==> src/design/dsa_pkg.sv <==
`default_nettype none

package dsa_pkg;

  // field widths
  localparam int MotionW = 8;
  localparam int WheelW  = 8;
  localparam int TimeW   = 16;
  localparam int AccW    = 32;
  localparam int CfgIdxW = 2;
  localparam int CfgDatW = 16;

  // number of restoring division steps, one quotient bit each
  localparam int DivSteps = AccW;
  localparam int DivCntW  = $clog2(DivSteps);

  // largest wheel value reported
  localparam int WheelLimit = 127;

  // reset values of the configuration registers
  localparam logic [7:0]       UnitsReset   = 8'd1;
  localparam logic [7:0]       DivisorReset = 8'd6;
  localparam logic [TimeW-1:0] TimeoutReset = 16'd100;

  // configuration register indexes
  typedef enum logic [CfgIdxW-1:0] {
    CFG_SCROLL_ENABLE    = 2'd0,
    CFG_UNITS_PER_DETENT = 2'd1,
    CFG_DETENT_DIVISOR   = 2'd2,
    CFG_SNAP_TIMEOUT_MS  = 2'd3
  } cfg_idx_t;

  // controller states
  typedef enum logic [1:0] {
    ST_IDLE,
    ST_ADD,
    ST_DIV,
    ST_DONE
  } state_t;

  // controller to datapath
  typedef struct packed {
    logic capture;
    logic add;
    logic step;
    logic commit;
  } dsa_cmd_t;

  // datapath to controller
  typedef struct packed {
    logic enable;
    logic div_last;
    logic out_free;
  } dsa_status_t;

endpackage

`default_nettype wire

==> src/design/dsa_ctrl.sv <==
`default_nettype none

module dsa_ctrl import dsa_pkg::*; (
  input  wire         clk,
  input  wire         rst,
  input  wire         in_valid,
  output logic        in_ready,
  input  dsa_status_t status,
  output dsa_cmd_t    cmd
);

  state_t state, state_next;

  // state register
  always_ff @(posedge clk) begin
    if (rst) begin
      state <= ST_IDLE;
    end else begin
      state <= state_next;
    end
  end

  // next state and commands
  always_comb begin
    state_next = state;
    in_ready   = 1'b0;
    cmd        = '0;
    case (state)
      ST_IDLE: begin
        in_ready = 1'b1;
        if (in_valid) begin
          cmd.capture = 1'b1;
          state_next  = status.enable ? ST_ADD : ST_DONE;
        end
      end
      ST_ADD: begin
        cmd.add    = 1'b1;
        state_next = ST_DIV;
      end
      ST_DIV: begin
        cmd.step = 1'b1;
        if (status.div_last) begin
          state_next = ST_DONE;
        end
      end
      ST_DONE: begin
        if (status.out_free) begin
          cmd.commit = 1'b1;
          state_next = ST_IDLE;
        end
      end
      default: begin
        state_next = ST_IDLE;
      end
    endcase
  end

endmodule

`default_nettype wire

==> config.mk <==
export PLATFORM = sky130hd
export DESIGN_NAME = dsa_ctrl
export DESIGN_NICKNAME = d
export VERILOG_FILES = /design/src/design/dsa_pkg.sv /design/src/design/dsa_ctrl.sv
export SDC_FILE = /design/constraint.sdc
export NUM_CORES = 1
export LEC_CHECK = 0
export ABC_AREA = 1
export BUFFER_PORTS_ARGS = -buffer_cell sky130_fd_sc_hd__buf_2
export CORE_AREA = 10 10 47 49
export CTS_CLUSTER_DIAMETER = 120
export DETAILED_ROUTE_END_ITERATION = 7
export DIE_AREA = 0 0 57 59
export PLACE_DENSITY = 0.45
export SYNTH_ARGS = -nofsm -noshare
export SYNTH_HDL_FRONTEND = slang
export SYNTH_SLANG_ARGS = --single-unit
==> constraint.sdc <==
create_clock -name clk -period 2.4 [get_ports clk]
set_clock_uncertainty 0.2 [all_clocks]
set_input_delay 0.48 -clock clk [delete_from_list [all_inputs] [get_ports clk]]
set_output_delay 0.48 -clock clk [all_outputs]
set_load 0.01 [all_outputs]
== Word-level counts from Yosys, hierarchy flattened ==
Index checks and enable logic that the tools add are counted.
Cells by class
  add/sub/neg operators: 0
  multipliers: 0
  divide/modulo/power cells: 0
  magnitude comparators: 0
  equality and inequality tests: 6
  shift-type cells: 0
  muxes and demuxes: 12
  bitwise operators: 0
  reduce and logical (&&, ||, !) cells: 2
Operators with widths (number)
  2-bit 2-to-1 mux: 4
  2-bit case mux with 4 select lines: 1
  1-bit 2-to-1 mux: 7
  2-bit inequality test (second input constant): 3
  2-bit == test (second input constant): 2
  3-bit AND reduction: 1
  2-bit by 1-bit == test with 1-bit output (second input constant): 1
  2-bit zero test: 1
Storage, ports and cells
  register bits after elaboration: 2
  latch bits: 0
  RAM bits: 0
  bits in read-only memories: 0
  output and inout bits: 5
  logic and storage cells: 21
  memories kept: 0

== Logic depth before layout (Yosys ltp) ==
  depth in word-level cells: 3
  depth in mapped cells: 7
  depth with buffers taken out: 7

== Worst setup path after synthesis ==
No wires, ideal clock.
  kind: reg2out
  start point: reg state[0]
  end point: out cmd[3] in the netlist's numbering
  arrival: 0.899 ns
  required time: 1.720 ns
  slack: 0.821 ns
  stages on the path, launching flop included: 5
  cell sequence: dfxtp_1 bufinv_8 ha_1 nand2_1 inv_1
RTL lines
  from (decl): line dsa_ctrl.sv:12  | state_t state, state_next;
  from (signal assigned): line dsa_ctrl.sv:19  | state <= state_next;
  to (decl): line dsa_ctrl.sv:9  | output dsa_cmd_t cmd

==> flow_summary_export.csv <==
group,metric,value,unit
run_status,run_status,"completed",
worst_setup_path,path_cells,"bufinv_8, ha_1, nand2_1, inv_1, buf_2",
logic_synthesis,ys.warnings.count,0,
worst_setup_path,critical_path.reg2reg.startpoint,"state[0]$_SDFFE_PP0P_",
worst_setup_path,worst_r2r_path_depth,5,
global_routing,globalRouteMet2Util,4.81,%
timing,fmax,0.527,GHz
layout,layout-area-overhead-vs-synth,40.7,%
logic_synthesis,yosysSeqAreaShare,17.6,%
floorplan,placementRows,14,
layout,largest_registers,"state (2)",
detailed_routing,drt_iter0_drc,1,
power_and_ir_drop,total_power,0.380,mW
detailed_routing,wire_per_inst,8.15,µm
logic_synthesis,synth_top_flop_cell,"sky130_fd_sc_hd__dfxtp_1",
detailed_routing,drcViolationCount,0,
logic_synthesis,synth_top_cells_by_area,"sky130_fd_sc_hd__ha_1 22%, sky130_fd_sc_hd__dfxtp_1 18%, sky130_fd_sc_hd__bufinv_8 15%",
layout,largest_register_ffs,2,
timing,fin_setup_tns,0,ns
logic_synthesis,asyncSetResetFlopFracSynth,0,%
layout,largest-register,"state",
detailed_routing,vias_per_cell,3.28,
worst_setup_path,critPathLaunchType,"flip-flop",
clocking,clock_sink_count,2,
floorplan,die_height,59,µm
clocking,tritoncts_buffer_count,3,
logic_synthesis,post_synth_num_cell_types,10,
logic_synthesis,synth_nets,42,
clocking,clock_tree.root_cell,"sky130_fd_sc_hd__clkbuf_4",
floorplan,io_pins,11,
worst_setup_path,cp.required,1.72,ns
layout,num_antenna_cells,0,
clocking,clk_latency,0.23,ns
clocking,post-cts-setup-buffer-count,0,
hold_path,class_of_the_most_critical_hold_timing_path,"input pin to flip-flop",
logic_synthesis,post_synth.cell_area_avg,7.12,µm²
logic_synthesis,synthesis.area,228,µm²
placed_design,buffer_ports.inserted,10,
clocking,cts_resized,0,
worst_setup_path,timing.setup.critical_path_class,"flip-flop to primary output",
clocking,cts_max_level,1,
logic_synthesis,ys_seq_elements,2,
logic_synthesis,leading_post_synthesis_cells_by_instance_count,"9 x sky130_fd_sc_hd__nand2_1, 7 x sky130_fd_sc_hd__inv_1, 4 x sky130_fd_sc_hd__ha_1, 4 x sky130_fd_sc_hd__nor2_1",
placed_design,finalWeightedCongestion,0.714,
worst_setup_path,slowest_cell_on_the_critical_path,"sky130_fd_sc_hd__dfxtp_1",
global_routing,peak_usage_layer_in_the_global_routing_report,"met4",
worst_setup_path,startpoint_of_the_worst_setup_timing_path,"state[0]$_SDFFE_PP0P_",
worst_setup_path,rrSetupSlack,0.92,ns
layout,nets,57,
logic_synthesis,synth-edff-count,0,
timing,setup_violations_final,0,
clocking,cts-root-to-sink-buffers,2,
worst_setup_path,worstPathArrival,1.22,ns
timing,timing.max_slew.rel_slack,90.9,%
timing,grt_setup_unrepaired,"false",
global_routing,globalRouteMet3Util,3.86,%
timing,post-route-period-util,79.0,%
worst_setup_path,slowest_delay,0.34,ns
power_and_ir_drop,leakagePower,0.211,nW
timing,final.min_clock_period,1.90,ns
logic_synthesis,syn_inst,32,
worst_setup_path,setup.worst_path.end_class,"primary output",
logic_synthesis,synth.largest_area_cell,"sky130_fd_sc_hd__ha_1",
clocking,cts_hold_repair.buffers,0,
global_routing,vias_in_the_first_global_route,214,
worst_setup_path,r2r-end,"state[0]$_SDFFE_PP0P_",
clocking,cts_tree,"yes",
floorplan,die_x,57,µm
power_and_ir_drop,vdd_drop_max,0.000209,V
layout,final_layout_size_suffix_gt1_share,37.8,%
timing,hold_violations,0,
global_routing,global_route.usage.total,3.76,%
detailed_routing,routed_wirelength,497,µm
clocking,path_clk_slew,0.03,ns
detailed_routing,drt_first_pass_iters,2,
timing,max_slew.worst_pin.slew,0.136,ns
global_routing,wire_length_of_the_first_global_routing_pass,897,µm
global_routing,globalRouteMet1Util,2.74,%
worst_setup_path,critical_path_peak_fanout,5,
global_routing,grt.overflow.total,0,
power_and_ir_drop,power-per-cell-area,1190,nW/µm²
logic_synthesis,synth_largest_type_area_fraction,22.0,%
floorplan,floorplan.initialDensity,16.2,%
timing,timing.final.max_slew_violations,0,
floorplan,die_area,3360,µm²
floorplan,core_area,1400,µm²
global_routing,grt_max_degree,6,
global_routing,grt_antenna_before_repair,0,
worst_setup_path,worst_setup_path_endpoint,"cmd[3]",
run,drv.max_cap_violation_count,0,
detailed_routing,antenna_violating_nets_post_route,0,
logic_synthesis,synth.most_common_cell,"sky130_fd_sc_hd__nand2_1",
hold_path,min_from,"rst",
detailed_routing,routed-via-count,200,
## worst min path at each step
stage	end	slack, ns	depth (start not counted)
2_1_floorplan	state[1]$_SDFFE_PP0P_	0.44	3
3_3_place_gp	state[1]$_SDFFE_PP0P_	0.47	4
3_5_place_dp	state[1]$_SDFFE_PP0P_	0.47	4
4_1_cts	state[1]$_SDFFE_PP0P_	0.29	4
5_1_grt	state[1]$_SDFFE_PP0P_	0.32	4
6_report	state[1]$_SDFFE_PP0P_	0.30	4
## critical path, delay by kind of cell (launching register included)
family / cells / cell delay (ns)
fa+ha+maj: 1 / 0.23
flops: 1 / 0.34
simple gates: 1 / 0.07
buf+inv: 3 / 0.34
## per-stage QoR
step / instances / area [µm²] / hold slack [ns] / setup slack [ns] / utilization [%]
3_3_place_gp: 58 / 298 / 0.472 / 0.732 / 21.3
4_1_cts: 61 / 320 / 0.290 / 0.484 / 22.9
5_1_grt: 61 / 320 / 0.316 / 0.390 / 22.9
6_report: 61 / 320 / 0.299 / 0.503 / 22.9
2_1_floorplan: 32 / 228 / 0.435 / 0.821 / -
3_5_place_dp: 58 / 298 / 0.472 / 0.731 / 21.3
## where the power goes
part	internal (mW)	leakage (nW)	switching (mW)
clock network	0.0554	0.0138	0.0220
logic	0.127	0.180	0.115
registers	0.0493	0.0167	0.0116
## routing by layer
| layer | wire, µm | vias up |
|---|---|---|
| li1 | - | 117 |
| met1 | 201 | 70 |
| met2 | 183 | 11 |
| met3 | 92 | 2 |
| met4 | 19 | 0 |
| met5 | 0 | - |
## logic make-up (layout without fill, tap and decap cells)
group / after synthesis / after routing / share of synthesized area [%]
simple gates: 16 / 16 / 31.3
buf+inv: 9 / 22 / 26.9
fa+ha+maj: 4 / 4 / 22.0
flops: 2 / 2 / 17.6
compound gates: 1 / 1 / 2.20
## area by class of cell
type,count,area [µm²]
Fill cell,174,1080
Multi-Input combinational cell,21,126
Inverter,9,61.3
Timing Repair Buffer,10,50.0
Sequential cell,2,40.0
Clock buffer,3,22.5
Tap cell,16,20.0
## cells in the final DEF, fill, tap and decap left out, drive strengths merged, types with 2 or more instances in the layout
master / count
buf: 10
bufinv: 2
clkbuf: 3
dfxtp: 2
ha: 4
inv: 7
nand2: 10
nor2: 4
No activity file was read; power rests on OpenSTA's default activity.
