[src/design/dsa_pkg.sv]
`default_nettype none

package dsa_pkg;

  // field widths
  localparam int MotionW = 8;
  localparam int WheelW  = 8;
  localparam int TimeW   = 16;
  localparam int AccW    = 32;
  localparam int CfgIdxW = 2;
  localparam int CfgDatW = 16;

  // number of restoring division steps, one quotient bit each
  localparam int DivSteps = AccW;
  localparam int DivCntW  = $clog2(DivSteps);

  // largest wheel value reported
  localparam int WheelLimit = 127;

  // reset values of the configuration registers
  localparam logic [7:0]       UnitsReset   = 8'd1;
  localparam logic [7:0]       DivisorReset = 8'd6;
  localparam logic [TimeW-1:0] TimeoutReset = 16'd100;

  // configuration register indexes
  typedef enum logic [CfgIdxW-1:0] {
    CFG_SCROLL_ENABLE    = 2'd0,
    CFG_UNITS_PER_DETENT = 2'd1,
    CFG_DETENT_DIVISOR   = 2'd2,
    CFG_SNAP_TIMEOUT_MS  = 2'd3
  } cfg_idx_t;

  // controller states
  typedef enum logic [1:0] {
    ST_IDLE,
    ST_ADD,
    ST_DIV,
    ST_DONE
  } state_t;

  // controller to datapath
  typedef struct packed {
    logic capture;
    logic add;
    logic step;
    logic commit;
  } dsa_cmd_t;

  // datapath to controller
  typedef struct packed {
    logic enable;
    logic div_last;
    logic out_free;
  } dsa_status_t;

endpackage

`default_nettype wire

[src/design/dsa_datapath.sv]
`default_nettype none

module dsa_datapath import dsa_pkg::*; (
  input  wire                        clk,
  input  wire                        rst,
  input  dsa_cmd_t                   cmd,
  output dsa_status_t                status,
  // configuration write
  input  wire                        cfg_we,
  input  wire [CfgIdxW-1:0]          cfg_index,
  input  wire [CfgDatW-1:0]          cfg_data,
  // input payload
  input  wire signed [MotionW-1:0]   motion_x,
  input  wire signed [MotionW-1:0]   motion_y,
  input  wire signed [WheelW-1:0]    wheel_h_in,
  input  wire signed [WheelW-1:0]    wheel_v_in,
  input  wire [TimeW-1:0]            now_ms,
  // output register
  input  wire                        out_ready,
  output logic                       out_valid,
  output logic signed [MotionW-1:0]  out_x,
  output logic signed [MotionW-1:0]  out_y,
  output logic signed [WheelW-1:0]   out_wheel_h,
  output logic signed [WheelW-1:0]   out_wheel_v
);

  // configuration registers
  logic             scroll_enable;
  logic [7:0]       units;
  logic [7:0]       divisor;
  logic [TimeW-1:0] timeout;

  // persistent scroll state
  logic signed [AccW-1:0] acc_h;
  logic signed [AccW-1:0] acc_v;
  logic [TimeW-1:0]       last_time;
  logic                   locked;
  logic                   vert;

  // captured transaction
  logic signed [MotionW-1:0] mx;
  logic signed [MotionW-1:0] my;
  logic signed [WheelW-1:0]  wh;
  logic signed [WheelW-1:0]  wv;
  logic [TimeW-1:0]          now_q;

  // working accumulators and divider
  logic signed [AccW-1:0] wah;
  logic signed [AccW-1:0] wav;
  logic [AccW-1:0]        dq_h;
  logic [AccW-1:0]        dq_v;
  logic [7:0]             rem_h;
  logic [7:0]             rem_v;
  logic [DivCntW-1:0]     cnt;

  function automatic logic signed [AccW-1:0] sat33(input logic signed [AccW:0] v);
    logic signed [AccW-1:0] r;
    if (v[AccW] != v[AccW-1]) begin
      r = v[AccW] ? {1'b1, {(AccW-1){1'b0}}} : {1'b0, {(AccW-1){1'b1}}};
    end else begin
      r = v[AccW-1:0];
    end
    return r;
  endfunction

  function automatic logic [AccW-1:0] magn(input logic signed [AccW-1:0] v);
    return v[AccW-1] ? AccW'(-v) : AccW'(v);
  endfunction

  logic [7:0] div_eff;
  logic       locking;
  assign div_eff = (divisor == 8'd0) ? 8'd1 : divisor;
  assign locking = (timeout != '0);

  // add stage: motion times units, saturating add, still-timeout release
  logic signed [16:0]     prod_h, prod_v;
  logic signed [AccW:0]   sum_h, sum_v;
  logic signed [AccW-1:0] add_h, add_v;
  logic                   moving, release_lock;
  logic [TimeW-1:0]       elapsed;

  always_comb begin
    prod_h       = 17'(mx) * 17'($signed({1'b0, units}));
    prod_v       = 17'(my) * 17'($signed({1'b0, units}));
    sum_h        = {acc_h[AccW-1], acc_h} + (AccW+1)'(prod_h);
    sum_v        = {acc_v[AccW-1], acc_v} + (AccW+1)'(prod_v);
    moving       = (mx != '0) || (my != '0);
    elapsed      = now_q - last_time;
    release_lock = locking && !moving && locked && (elapsed > timeout);
    add_h        = release_lock ? '0 : sat33(sum_h);
    add_v        = release_lock ? '0 : sat33(sum_v);
  end

  // one restoring division step per axis
  logic [8:0] trial_h, trial_v;
  logic       ge_h, ge_v;

  always_comb begin
    trial_h = {rem_h, dq_h[AccW-1]};
    trial_v = {rem_v, dq_v[AccW-1]};
    ge_h    = trial_h >= {1'b0, div_eff};
    ge_v    = trial_v >= {1'b0, div_eff};
  end

  // finish: lock decision, axis snap, clamp and subtract reported detents
  logic                   lock_new, locked_n, vert_n;
  logic                   nz_h, nz_v, zero_h, zero_v, tick_h, tick_v;
  logic [6:0]             qc_h, qc_v;
  logic signed [WheelW-1:0] whl_h, whl_v;
  logic signed [16:0]     dec_h, dec_v;
  logic signed [AccW-1:0] az_h, az_v, fin_h, fin_v;

  always_comb begin
    nz_h     = (dq_h != '0);
    nz_v     = (dq_v != '0);
    lock_new = locking && !locked && (nz_h || nz_v);
    locked_n = locked || lock_new;
    vert_n   = lock_new ? (dq_v >= dq_h) : vert;
    zero_h   = locking && locked_n && vert_n;
    zero_v   = locking && locked_n && !vert_n;
    az_h     = zero_h ? '0 : wah;
    az_v     = zero_v ? '0 : wav;
    tick_h   = !zero_h && nz_h;
    tick_v   = !zero_v && nz_v;
    qc_h     = (dq_h > AccW'(WheelLimit)) ? 7'(WheelLimit) : dq_h[6:0];
    qc_v     = (dq_v > AccW'(WheelLimit)) ? 7'(WheelLimit) : dq_v[6:0];
    whl_h    = wah[AccW-1] ? -$signed({1'b0, qc_h}) : $signed({1'b0, qc_h});
    whl_v    = wav[AccW-1] ? -$signed({1'b0, qc_v}) : $signed({1'b0, qc_v});
    dec_h    = 17'(whl_h) * 17'($signed({1'b0, div_eff}));
    dec_v    = 17'(whl_v) * 17'($signed({1'b0, div_eff}));
    fin_h    = tick_h ? az_h - AccW'(dec_h) : az_h;
    fin_v    = tick_v ? az_v - AccW'(dec_v) : az_v;
  end

  // configuration, scroll state and output handshake
  always_ff @(posedge clk) begin
    if (rst) begin
      scroll_enable <= 1'b0;
      units         <= UnitsReset;
      divisor       <= DivisorReset;
      timeout       <= TimeoutReset;
      acc_h         <= '0;
      acc_v         <= '0;
      last_time     <= '0;
      locked        <= 1'b0;
      vert          <= 1'b0;
      out_valid     <= 1'b0;
    end else begin
      if (cfg_we) begin
        case (cfg_index)
          CFG_SCROLL_ENABLE: begin
            if (cfg_data[0] != scroll_enable) begin
              acc_h  <= '0;
              acc_v  <= '0;
              locked <= 1'b0;
              vert   <= 1'b0;
            end
            scroll_enable <= cfg_data[0];
          end
          CFG_UNITS_PER_DETENT: units   <= cfg_data[7:0];
          CFG_DETENT_DIVISOR:   divisor <= cfg_data[7:0];
          CFG_SNAP_TIMEOUT_MS:  timeout <= cfg_data;
          default: ;
        endcase
      end
      if (cmd.add) begin
        if (locking && moving) begin
          last_time <= now_q;
        end
        if (release_lock) begin
          locked <= 1'b0;
          vert   <= 1'b0;
        end
      end
      if (cmd.commit && scroll_enable) begin
        acc_h  <= fin_h;
        acc_v  <= fin_v;
        locked <= locking ? locked_n : locked;
        vert   <= locking ? vert_n : vert;
      end
      out_valid <= cmd.commit || (out_valid && !out_ready);
    end
  end

  // payload and working registers
  always_ff @(posedge clk) begin
    if (cmd.capture) begin
      mx    <= motion_x;
      my    <= motion_y;
      wh    <= wheel_h_in;
      wv    <= wheel_v_in;
      now_q <= now_ms;
    end
    if (cmd.add) begin
      wah   <= add_h;
      wav   <= add_v;
      dq_h  <= magn(add_h);
      dq_v  <= magn(add_v);
      rem_h <= '0;
      rem_v <= '0;
      cnt   <= '0;
    end
    if (cmd.step) begin
      rem_h <= ge_h ? 8'(trial_h - {1'b0, div_eff}) : trial_h[7:0];
      rem_v <= ge_v ? 8'(trial_v - {1'b0, div_eff}) : trial_v[7:0];
      dq_h  <= {dq_h[AccW-2:0], ge_h};
      dq_v  <= {dq_v[AccW-2:0], ge_v};
      cnt   <= cnt + 1'b1;
    end
    if (cmd.commit) begin
      if (scroll_enable) begin
        out_x       <= '0;
        out_y       <= '0;
        out_wheel_h <= tick_h ? whl_h : wh;
        out_wheel_v <= tick_v ? whl_v : wv;
      end else begin
        out_x       <= mx;
        out_y       <= my;
        out_wheel_h <= wh;
        out_wheel_v <= wv;
      end
    end
  end

  // status back to the controller
  assign status.enable   = scroll_enable;
  assign status.div_last = (cnt == DivCntW'(DivSteps - 1));
  assign status.out_free = !out_valid || out_ready;

endmodule

`default_nettype wire

[config.mk]
export PLATFORM = sky130hd
export DESIGN_NAME = dsa_datapath
export DESIGN_NICKNAME = d
export VERILOG_FILES = /design/src/design/dsa_pkg.sv /design/src/design/dsa_datapath.sv
export SDC_FILE = /design/constraint.sdc
export NUM_CORES = 2
export LEC_CHECK = 0
export BUFFER_PORTS_ARGS = -buffer_cell sky130_fd_sc_hd__buf_2
export CORE_MARGIN = 8
export CORE_UTILIZATION = 35
export CTS_CLUSTER_DIAMETER = 80
export CTS_CLUSTER_SIZE = 28
export DETAILED_ROUTE_END_ITERATION = 7
export PLACE_DENSITY = 0.48
export SKIP_CTS_REPAIR_TIMING = 1
export SLEW_MARGIN = 10
export SYNTH_ARGS = -nofsm -noshare
export SYNTH_HDL_FRONTEND = slang
export SYNTH_SLANG_ARGS = --single-unit
[constraint.sdc]
create_clock -name clk -period 13.5 [get_ports clk]
set_input_delay 0.675 -clock clk [delete_from_list [all_inputs] [get_ports clk]]
set_output_delay 0.675 -clock clk [all_outputs]
set_load 0.01 [all_outputs]
Yosys cells after proc, flatten, opt, wreduce, memory -nomap -nowiden
Cells that the tools add are included.
- register bits: 345
- input port bits: 74
- output and inout port bits: 36
- logic and storage cells: 150
- add/subtract/negate cells: 12
- $mul: 4
- order comparisons: 6
- equality and inequality tests: 8
- muxes and demuxes: 52
- reduce and logical (&&, ||, !) cells: 42
- operators by type and width (kind ; number):
    $mux W32 ; 21
    $mux W8 ; 12
    $mul A8 B9 Y17 ; 4
    $add A32 B17 Y33 ; 2
    $gt A32 B7 Y1 const B ; 2
    $neg A32 Y32 ; 2
    $reduce_bool A32 Y1 ; 2
    $sub A32 B17 Y32 ; 2
    $ge A32 B32 Y1 ; 1
    $ge A9 B8 Y1 ; 2
    $gt A16 B16 Y1 ; 1
    $neg A7 Y8 ; 2
    $reduce_bool A16 Y1 ; 1
    $reduce_bool A8 Y1 ; 2
    $sub A16 B16 Y16 ; 1
    $sub A8 B8 Y8 ; 2
    $mux W1 ; 15
    $mux W7 ; 2
    $logic_and A1 B1 Y1 ; 13
    $mux W5 ; 2
    $reduce_and A2 Y1 ; 5
    $logic_not A8 Y1 ; 1
    $reduce_bool A2 Y1 ; 4
    $logic_not A1 Y1 ; 7
    other kinds (9) ; 16

Logic depth before layout (Yosys ltp)
- word-level depth: 11
- gate-level depth with buffers: 35
- gate-level depth less buffers: 33

Least setup slack after synthesis
Ideal clock, no wire load.
- path kind: flip-flop to flip-flop
- start point: register dq_v[27]
- end point: register acc_v[31]
- setup time: 0.130 ns
- arrival: 7.582 ns
- required time: 13.370 ns
- slack: 5.788 ns
- stages on the path, launching flop included: 31
- path buffers: 0
- clock period less this slack: 7.712 ns
- path through: edfxtp_1 > nor4_1 > nand4_1 > nor3_1 > ha_1 > nand2_1 > or3_1 > a211o_1 > o21ai_1 > nor2_1 > ha_1 > inv_1 > fa_1 > inv_1 > fa_1 > inv_1 > fa_1 > inv_1 > fa_1 > inv_1 > ha_1 > a21o_1 > a21o_1 > a21o_1 > a21o_1 > a21oi_1 > o21ai_0 > o41ai_2 > o31a_1 > xnor2_1 > o22ai_1
- cells in the longest elaborated chain, start to end: 10
- elaborated cells between the ends (all ways): 20
- those cells by class: 2 x add/sub; 1 x mul; 2 x order compare; 6 x mux; 9 x reduce/logical
- RTL lines (what ; RTL line ; text):
    start: declaration ; dsa_datapath.sv:51 ; logic [AccW-1:0] dq_v;
    start signal: assignment ; dsa_datapath.sv:198 ; dq_v <= magn(add_v);
    start signal: assignment ; dsa_datapath.sv:207 ; dq_v <= {dq_v[AccW-2:0], ge_v};
    branches (longest 8 deep; another with $gt A32 B7 Y1) ; - ;
    $mux W32 (*) ; dsa_datapath.sv:132 ; fin_v = tick_v ? az_v - AccW'(dec_v) : az_v;
    $mux W32 (*) ; dsa_datapath.sv:175 ; if (cmd.commit && scroll_enable) begin
    end signal: assignment ; dsa_datapath.sv:177 ; acc_v <= fin_v;
    end: declaration ; dsa_datapath.sv:35 ; logic signed [AccW-1:0] acc_v;
Every way passes the cells marked *.
A chain may end at the register's enable or synchronous reset.

Worst setup path in the final report
- start point: register dq_v[7]
- end point: register acc_v[30]
Same word-level chain as after synthesis.

==> parameters.txt <==
Parameter                              Value

Power
  Logic pwr share ... 56.1%
  Clock network power share ... 18.7%
  Switch Pwr ... 2680 µW
  Peak supply drop ... 95.1 µV
  Static Leak ... 0.0171 µW
  Pwr dens ... 149 mW/mm²
  Fraction of power spent switching nets ... 46.8%
  Power Internal ... 3050 µW
  Part of the power in registers ... 25.2%

Yosys
  Portion of the post-synthesis area used by sequential elements ... 26.2%
  Compound-gate portion of the synthesized area ... 15.7%
  Adder-cell area share of the yosys netlist ... 28.0%
  Async set-reset flop share out of synthesis ... 0%
  Proportion of synthesized area in mux cells ... 1.26%
  Yosys cell types ... 100
  Simple logic cell fraction of the synthesized area ... 17.8%
  Largest cells by area after synthesis ... edfxtp_1, ha_1, fa_1
  Synthesis-stage register bit count ... 345
  Cell with the most instances after synthesis ... inv_1
  Synth Area in XOR/XNOR ... 4.23%
  Ranking of synthesized cells by instance count ... inv_1, ha_1, nand2_1, nor2_1, a21oi_1
  Yosys top cell by area ... edfxtp_1
  Number of flops mapped to enable cells by yosys ... 229
  Fraction of synthesized cell area taken by the top area cell type ... 19.5%
  Most used flip-flop cell after synthesis ... edfxtp_1
  Syn Area/Cell ... 8.80 µm²
  Synthesized instance count ... 3996
  Post-synthesis instance area ... 0.0352 mm²
  Dominant combinational cell family by area after synthesis ... adder cells
  Syn. warnings ... 0
  Synth Net Count ... 4730

Global routing
  Largest net degree at the start of global routing ... 64
  Total Routing Usage GR ... 19.8%
  Total grt overflow ... 0
  Antenna violations before repair ... 4
  Global-route wire length before repair ... 174000 µm
  Vias in the first global route ... 28.2k

Placed design
  Detailed placement HPWL ... 89500 µm
  Number of input and output port buffers inserted ... 109
  Total placed instance area ... 0.0372 mm²
  Placer congestion estimate ... 0.889
  DP Cell Count ... 5310
  Placement-stage worst setup slack ... 4.58 ns

Timing
  Final sum of negative setup slack ... 0 ns
  Minimum clock period after layout ... 8.98 ns
  Share of the cycle needed by the critical path after routing ... 66.5%
  Unrepaired setup endpoints after global routing ... false
  Final worst slack ... 4.52 ns
  Upper clock frequency limit ... 111 MHz
  Final Hold Vio Count ... 0
  Clock Skews ... 0.0739 ns
  Worst-margin pin slew ... 1.11 ns
  Final Max Slew Viols ... 0
  Final setup viols ... 0
  Relative slew slack ... 25.7%

Clocking
  Longest Clk Path Bufs ... 3
  Register clock-pin slew on the reported worst setup and hold paths ... 0.11 ns
  TritonCTS clock tree ... yes
  Total clock buffers created by CTS ... 31
  Maximum level of the CTS H-tree ... 1
  Clock latency at the later pin of the worst-skew pair ... 0.69 ns
  Clk root buf ... clkbuf_16
  Number of sinks handled by clock tree synthesis ... 345

Floorplanning
  Die W ... 333 µm
  Number of primary I/O pins ... 110
  Area of the die ... 0.111 mm²
  Die span in y ... 333 µm
  Effective utilization at floorplan ... 35.2%
  Standard-cell rows ... 116
  Placeable Area ... 0.0999 mm²

Cells and area
  Total area of multi-input combinational cells ... 0.0236 mm²
  Proportion of layout cells with a drive suffix above 1 ... 6.83%
  Final Non-Filler Cells ... 5370
  Final layout net count ... 4779
  Final Core Density ... 38.5%
  Final Instance Area ... 0.0384 mm²
  Area grow syn2layout ... 9.17%
  Number of fillers in the final layout ... 10.3k
  Flip-flop and latch area ... 0.00920 mm²

Setup path
  Setup crit end kind ... flip-flop
  CP arrival ... 9.54 ns
  Data required time of the critical path ... 14.05 ns
  Category of the critical setup timing path ... flip-flop to flip-flop
  Slowest library cell on the worst path ... fa_1
  Crit path launch type ... flip-flop
  Maximum fanout along the worst path ... 9
  Largest stage delay on the critical path ... 0.56 ns
  Most repeated library cell on the critical path ... fa_1

Run
  Number of max-cap violations ... 0

Route
  Average wire per standard cell ... 20.9 µm
  DR DRC count ... 0
  Routed via count divided by cell count ... 5.32
  Detailed router's first-iteration violation count ... 2212
  Total Wirelength ... 112000 µm
  Vias post-DR ... 28.5k
  DRT antenna net count ... 0
  Number of iterations in the first detailed-routing pass ... 5

Worst hold path
  Hold crit path type ... primary input to flip-flop

Status
  Status ... completed
registers in the layout, summed over array words and instances, names as in the netlist, 16 cells and up:
register / flops
acc_h: 32
acc_v: 32
dq_h: 32
dq_v: 32
wah: 32
wav: 32
last_time: 16
now_q: 16
timeout: 16
path summary, 6_finish.rpt:
path                            slack (ns)  depth (start not counted)   startpoint        end
worst max-delay path                  4.52                         31      dq_v[7]  acc_v[30]
worst min-delay path                  0.15                          1  motion_y[6]      my[6]
worst max register to register        4.52                         31      dq_v[7]  acc_v[30]
worst min register to register        0.47                          2    acc_v[16]  acc_v[16]
worst max-delay path: cells and delay by family (launching register included):
family	cells	cell delay, ns
flops	1	0.44
xor+xnor	1	0.19
buf+inv	3	0.19
simple gates	10	2.86
compound gates	10	2.34
fa+ha+maj	7	2.88
through the flow:
stage | hold slack, ns | power [µW]
2_1_floorplan | 0.432 | 3760
3_3_place_gp | 0.455 | 4650
3_5_place_dp | 0.455 | 4640
4_1_cts | 0.0980 | 5750
5_1_grt | 0.110 | 6220
6_report | 0.147 | 5730
metal layers:
metal,vias up,share of wire [%],GRT usage (%)
li1,14000,-,-
met1,13800,49,29.2
met2,626,44,31.3
met3,103,4.8,2.04
met4,2,2.0,4.05
met5,-,0.012,0
area by class of cell:
| cell class | instances | share of cell area, % |
|---|---|---|
| Inverter | 501 | 4.90 |
| Clock buffer | 32 | 2.03 |
| Antenna cell | 2 | 0.0130 |
| Clock inverter | 26 | 1.14 |
| Timing Repair Buffer | 156 | 2.36 |
| Sequential cell | 345 | 24.0 |
| Tap cell | 1298 | 4.23 |
| Multi-Input combinational cell | 3010 | 61.4 |
kinds of logic (layout without fill, tap and decap cells):
group                      after synthesis  in the layout
buffers and inverters                  641            715
AOI/OAI and AO/OA                      847            847
and+or+nand+nor                       1286           1286
muxes                                   43             43
adders and majority gates              665            665
other                                    0              2
xor gates and xnor gates               169            169
DFF                                    345            345
cell usage in the layout, fill, tap and decap left out, types with 64 or more instances in the layout:
| master | instances |
|---|---|
| inv_1 | 499 |
| ha_1 | 455 |
| nand2_1 | 407 |
| nor2_1 | 315 |
| a21oi_1 | 232 |
| edfxtp_1 | 229 |
| fa_1 | 205 |
| o21ai_0 | 172 |
| and2_1 | 130 |
| dfxtp_1 | 116 |
| buf_2 | 106 |
| xnor2_1 | 96 |
| a21o_1 | 76 |
| xor2_1 | 72 |
| nor3_1 | 67 |
| nand3_1 | 64 |
power groups by stage:
stage / Clock [µW] / Sequential, µW / Combinational (µW)
after CTS: 1100 / 1440 / 3200
after floorplan: 0 / 1400 / 2360
after global placement: 0 / 1460 / 3190
after global routing: 1130 / 1460 / 3630
after detailed placement: 0 / 1460 / 3170
final: 1070 / 1440 / 3220
(Power assumes the default switching activity.)
